<file path="config.mk">
export PLATFORM = sky130hd
export DESIGN_NAME = vht_div
export DESIGN_NICKNAME = d
export VERILOG_FILES = /design/src/hw/rtl/vht_pkg.sv /design/src/hw/rtl/vht_div.sv
export SDC_FILE = /design/constraint.sdc
export NUM_CORES = 1
export LEC_CHECK = 0
export BUFFER_PORTS_ARGS = -buffer_cell sky130_fd_sc_hd__buf_2
export CORE_MARGIN = 2
export CORE_UTILIZATION = 53
export CTS_CLUSTER_DIAMETER = 80
export CTS_CLUSTER_SIZE = 20
export DETAILED_ROUTE_END_ITERATION = 6
export GPL_ROUTABILITY_DRIVEN = 0
export PLACE_DENSITY = 0.8
export REMOVE_ABC_BUFFERS = 1
export SLEW_MARGIN = 30
export SYNTH_ARGS = -nofsm -noshare
export SYNTH_HDL_FRONTEND = slang
export SYNTH_SLANG_ARGS = --single-unit
</file>
<file path="constraint.sdc">
create_clock -name clk_i -period 3.3 [get_ports clk_i]
set_clock_uncertainty 0.15 [all_clocks]
set_input_delay 0.165 -clock clk_i [delete_from_list [all_inputs] [get_ports clk_i]]
set_output_delay 0.165 -clock clk_i [all_outputs]
set_load 0.005 [all_outputs]
</file>
<file path="src/hw/rtl/vht_pkg.sv">
// Package for the volume hysteresis trigger with moving mean.
// Item kinds, register addresses, reset values and the sequencer state type.
// No dependencies.
package vht_pkg;

  localparam int unsigned VOL_W  = 16;
  localparam int unsigned LEN_W  = 10;
  localparam int unsigned ACC_W  = 32;
  localparam int unsigned QUO_W  = 16;
  localparam int unsigned PADDR_W = 4;
  localparam int unsigned PDATA_W = 32;

  // item kinds carried in tuser
  localparam logic [1:0] FUNC_SAMPLE  = 2'd0;
  localparam logic [1:0] FUNC_TICK    = 2'd1;
  localparam logic [1:0] FUNC_RESTART = 2'd2;

  // register map
  localparam logic [PADDR_W-1:0] ADDR_TRIG_IN  = 4'h0;
  localparam logic [PADDR_W-1:0] ADDR_TRIG_OUT = 4'h4;
  localparam logic [PADDR_W-1:0] ADDR_WIN_LEN  = 4'h8;

  localparam logic [VOL_W-1:0] TRIG_IN_RST  = 16'd19661;
  localparam logic [VOL_W-1:0] TRIG_OUT_RST = 16'd6554;
  localparam logic [LEN_W-1:0] WIN_LEN_RST  = 10'd300;

  typedef enum logic [2:0] {
    ST_IDLE,
    ST_UPDATE,
    ST_DIV_START,
    ST_DIV,
    ST_DONE
  } state_e;

endpackage

</file>
<file path="src/hw/rtl/vht_div.sv">
// Serial restoring divider for the window mean, one quotient bit per cycle.
// Depends on vht_pkg.
module vht_div #(
  parameter int unsigned DIV_W = 26,
  parameter int unsigned CNT_W = 10
) (
  input  logic                        clk_i,
  input  logic                        rst_ni,
  input  logic                        start_i,
  input  logic [DIV_W-1:0]            dividend_i,
  input  logic [CNT_W-1:0]            divisor_i,
  output logic                        done_o,
  output logic [vht_pkg::QUO_W-1:0]   quotient_o
);
  import vht_pkg::*;

  localparam int unsigned STEP_W = $clog2(QUO_W);

  logic              busy_q, done_q;
  logic [STEP_W-1:0] step_q;
  logic [CNT_W-1:0]  rem_q, dvs_q, rem_d;
  logic [QUO_W-1:0]  quo_q;
  logic [CNT_W:0]    trial;
  logic              ge;

  // dividend < divisor * 2^16, so the upper part starts below the divisor
  assign trial = {rem_q, quo_q[QUO_W-1]};
  assign ge    = trial >= (CNT_W+1)'(dvs_q);
  assign rem_d = ge ? CNT_W'(trial - (CNT_W+1)'(dvs_q)) : CNT_W'(trial);

  always_ff @(posedge clk_i or negedge rst_ni) begin
    if (!rst_ni) begin
      busy_q <= 1'b0;
      done_q <= 1'b0;
      step_q <= '0;
    end else begin
      done_q <= busy_q && (step_q == STEP_W'(QUO_W - 1));
      if (start_i) begin
        busy_q <= 1'b1;
        step_q <= '0;
      end else if (busy_q) begin
        step_q <= step_q + 1'b1;
        if (step_q == STEP_W'(QUO_W - 1)) busy_q <= 1'b0;
      end
    end
  end

  always_ff @(posedge clk_i) begin
    if (start_i) begin
      rem_q <= CNT_W'(dividend_i >> QUO_W);
      quo_q <= dividend_i[QUO_W-1:0];
      dvs_q <= divisor_i;
    end else if (busy_q) begin
      rem_q <= rem_d;
      quo_q <= {quo_q[QUO_W-2:0], ge};
    end
  end

  assign done_o     = done_q;
  assign quotient_o = quo_q;

endmodule

</file>
==> impl_metrics.py <==
metrics = {
    "final_layout": {
        "stdcell_count": 300,
        "nets": 300,
        "area_growth_pct": 23.5,
        "final_util_pct": 68.8,
        "drive_gt1_share_pct": 34.4,
        "diodes": 0,
        "final_common_cell": "buf_2",
        "final_cell_mix": "buf_2 (55), edfxtp_1 (36), mux2_2 (17), inv_1 (14)",
    },
    "yosys": {
        "synth_top_flop_cell": "edfxtp_1",
        "syn-mean-instance-area_um2": 12.3,
        "yosys_warnings": 0,
        "yosysTopAreaCellShare_pct": 48.2,
        "netlist_area_um2": 2240,
        "ys_seq_area_share_pct": 54.9,
        "yosysTopAreaCell": "edfxtp_1",
        "yosys-top-cells-area": "edfxtp_1 (48%), mux2_2 (8.5%), dfrtp_1 (6.7%)",
        "synthArstFlopShare_pct": 14.3,
        "synth_edf_count": 36,
        "synth_cells": 182,
        "ys_ff_latch": 42,
        "synth_cell_types": 39,
    },
    "outcome": {
        "status": "finished clean",
    },
    "timing": {
        "post-route-period-util_pct": 84.1,
        "slew_violations": 0,
        "rsz0062_at_grt": "no",
        "relSlewSlack_pct": 57.4,
        "worstMarginPinSlew_ns": 0.639,
        "setup_tns_ns": 0,
        "hold_violations": 0,
        "setup_slack_ns": 0.525,
        "setup_viol": 0,
        "fmax_mhz": 360,
        "final.min_clock_period_ns": 2.77,
    },
    "power_and_ir_drop": {
        "p_leak_nw": 1.23,
        "power_density_nw_per_um2": 677,
        "intPower_mw": 1.25,
        "finalPower_mw": 1.88,
        "p_sw_mw": 0.624,
        "combPwrFrac_pct": 38.0,
        "peakVddDrop_mv": 0.380,
        "swShare_pct": 33.3,
        "power_frac_seq_pct": 41.1,
        "p_clk_share_pct": 20.9,
    },
    "drt": {
        "drtIter0Drc": 74,
        "drcViolationCount": 0,
        "wirelength_mm": 4.32,
        "vias": 1612,
        "dr.pass1.iters": 4,
        "drt-wirelength-per-cell_um": 14.4,
        "antenna_left": 0,
        "vias_per_cell": 5.37,
    },
    "hold_path": {
        "holdCritStartpoint": "dividend_i[1]",
        "hold_class": "in2reg",
    },
    "place": {
        "dp_worst_setup_slack_ns": 0.517,
        "dpl.hpwl_mm": 2.89,
        "port_buffers": 55,
        "dp.cells": 280,
    },
    "clocking": {
        "cts.htree.levels": 2,
        "cts_max_path_buffers": 2,
        "path_clk_slew_ns": 0.08,
        "cts_sinks": 42,
        "cts-buffers-inserted": 5,
        "cts_tree": "built",
        "clock_latency_ns": 0.30,
        "cts_resized": 0,
        "clockRootBuffer": "clkbuf_8",
    },
    "worst_setup_path": {
        "cp.required_ns": 3.21,
        "critPathKind": "reg2reg",
        "cp-start-kind": "register",
        "arrival_ns": 2.69,
        "critPathMaxFanout": 16,
        "r2r-start": "rem_q[5]$_DFFE_PP_",
        "critPathCaptureType": "register",
        "crit_start": "rem_q[5]$_DFFE_PP_",
    },
    "global_routing": {
        "grt_pass1_wl_mm": 7.47,
        "grt_pass1_vias": 1711,
        "track_usage_pct": 19.7,
        "antenna_found_initial": 0,
        "grt_max_degree": 39,
        "grt.overflow.total": 0,
    },
    "die": {
        "rows": 23,
        "core_area_um2": 4030,
        "die_area_um2": 4770,
        "die_h_um": 69.0,
        "io_pins": 56,
        "start_util_pct": 55.7,
        "die_x_um": 69.0,
    },
    "run": {
        "drv_cap": 0,
    },
}
## critical path: stages, from the launching register on
cell	delay, ns
edfxtp_1	0.38
ha_1	0.38
a21o_1	0.24
a211o_1	0.28
o21ai_2	0.13
a41o_1	0.57
mux2i_1	0.14
mux2_2	0.27
## cells in the mapped netlist, drive strengths merged, types with 5 or more instances
cell,number
a21oi,8
dfrtp,6
edfxtp,36
ha,11
inv,14
mux2,17
nand2,9
nand3b,5
nor2,12
nor3,5
o21ai,7
xor2,7
## kinds of logic after synthesis
family                   Yosys count  share of synthesized area, %
flip-flops                        42                          54.9
AND/OR/NAND/NOR                   42                          9.32
adder cells (fa/ha/maj)           12                          7.03
buffers and inverters             22                          4.46
multiplexers                      21                          10.3
XOR/XNOR                           9                          3.52
AO/OA/AOI/OAI                     34                          10.4
## area by class of cell
type	count	area [µm²]
clock buffer	8	110
fill	313	1260
inverter	14	52.6
multi-input combinational	118	911
sequential	42	1230
tap	50	62.6
timing repair buffer	68	403
## power groups by stage
| stage | registers (mW) | logic (mW) | clock network (mW) |
|---|---|---|---|
| after global placement | 0.777 | 0.678 | 0 |
| final | 0.770 | 0.714 | 0.392 |
| after CTS | 0.772 | 0.714 | 0.395 |
| after global routing | 0.786 | 0.804 | 0.416 |
| after floorplan | 0.769 | 0.524 | 0 |
| after detailed placement | 0.782 | 0.696 | 0 |
## metal layers
layer,wire [µm],GRT usage [%]
met1,1940,25.3
met3,284,5.70
met2,2040,31.8
met5,0,0
met4,59,7.19
## path summary, 6_finish.rpt
path	to	slack (ns)	depth (start not counted)
worst max register to register	rem_q[1]$_DFFE_PP_	0.53	7
min in group asynchronous	step_q[2]$_DFFE_PN0P_	0.05	2
worst min-delay path	quotient_o[1]$_DFFE_PP_	0.01	2
worst min register to register	step_q[3]$_DFFE_PN0P_	0.41	2
worst max-delay path	rem_q[1]$_DFFE_PP_	0.53	7
max in group asynchronous	done_o$_DFF_PN0_	2.81	2
## repair_timing
item,CTS,global route
hold endpoints to repair,17,0
buffers inserted,0,0
hold buffers,12,0
## stage by stage
step           hold WS, ns  cell area [µm²]
3_5_place_dp        -0.156             2540
3_3_place_gp        -0.158             2540
4_1_cts             0.0120             2770
5_1_grt            0.00720             2770
2_1_floorplan       -0.281             2190
6_report            0.0128             2770
## registers in the layout, indices dropped and copies added, names as in the netlist
register and cells:
quotient_o 16, dvs_q 10, busy_q 1, done_o 1
rem_q 10, step_q 4
No activity file was read; power rests on OpenSTA's default activity.
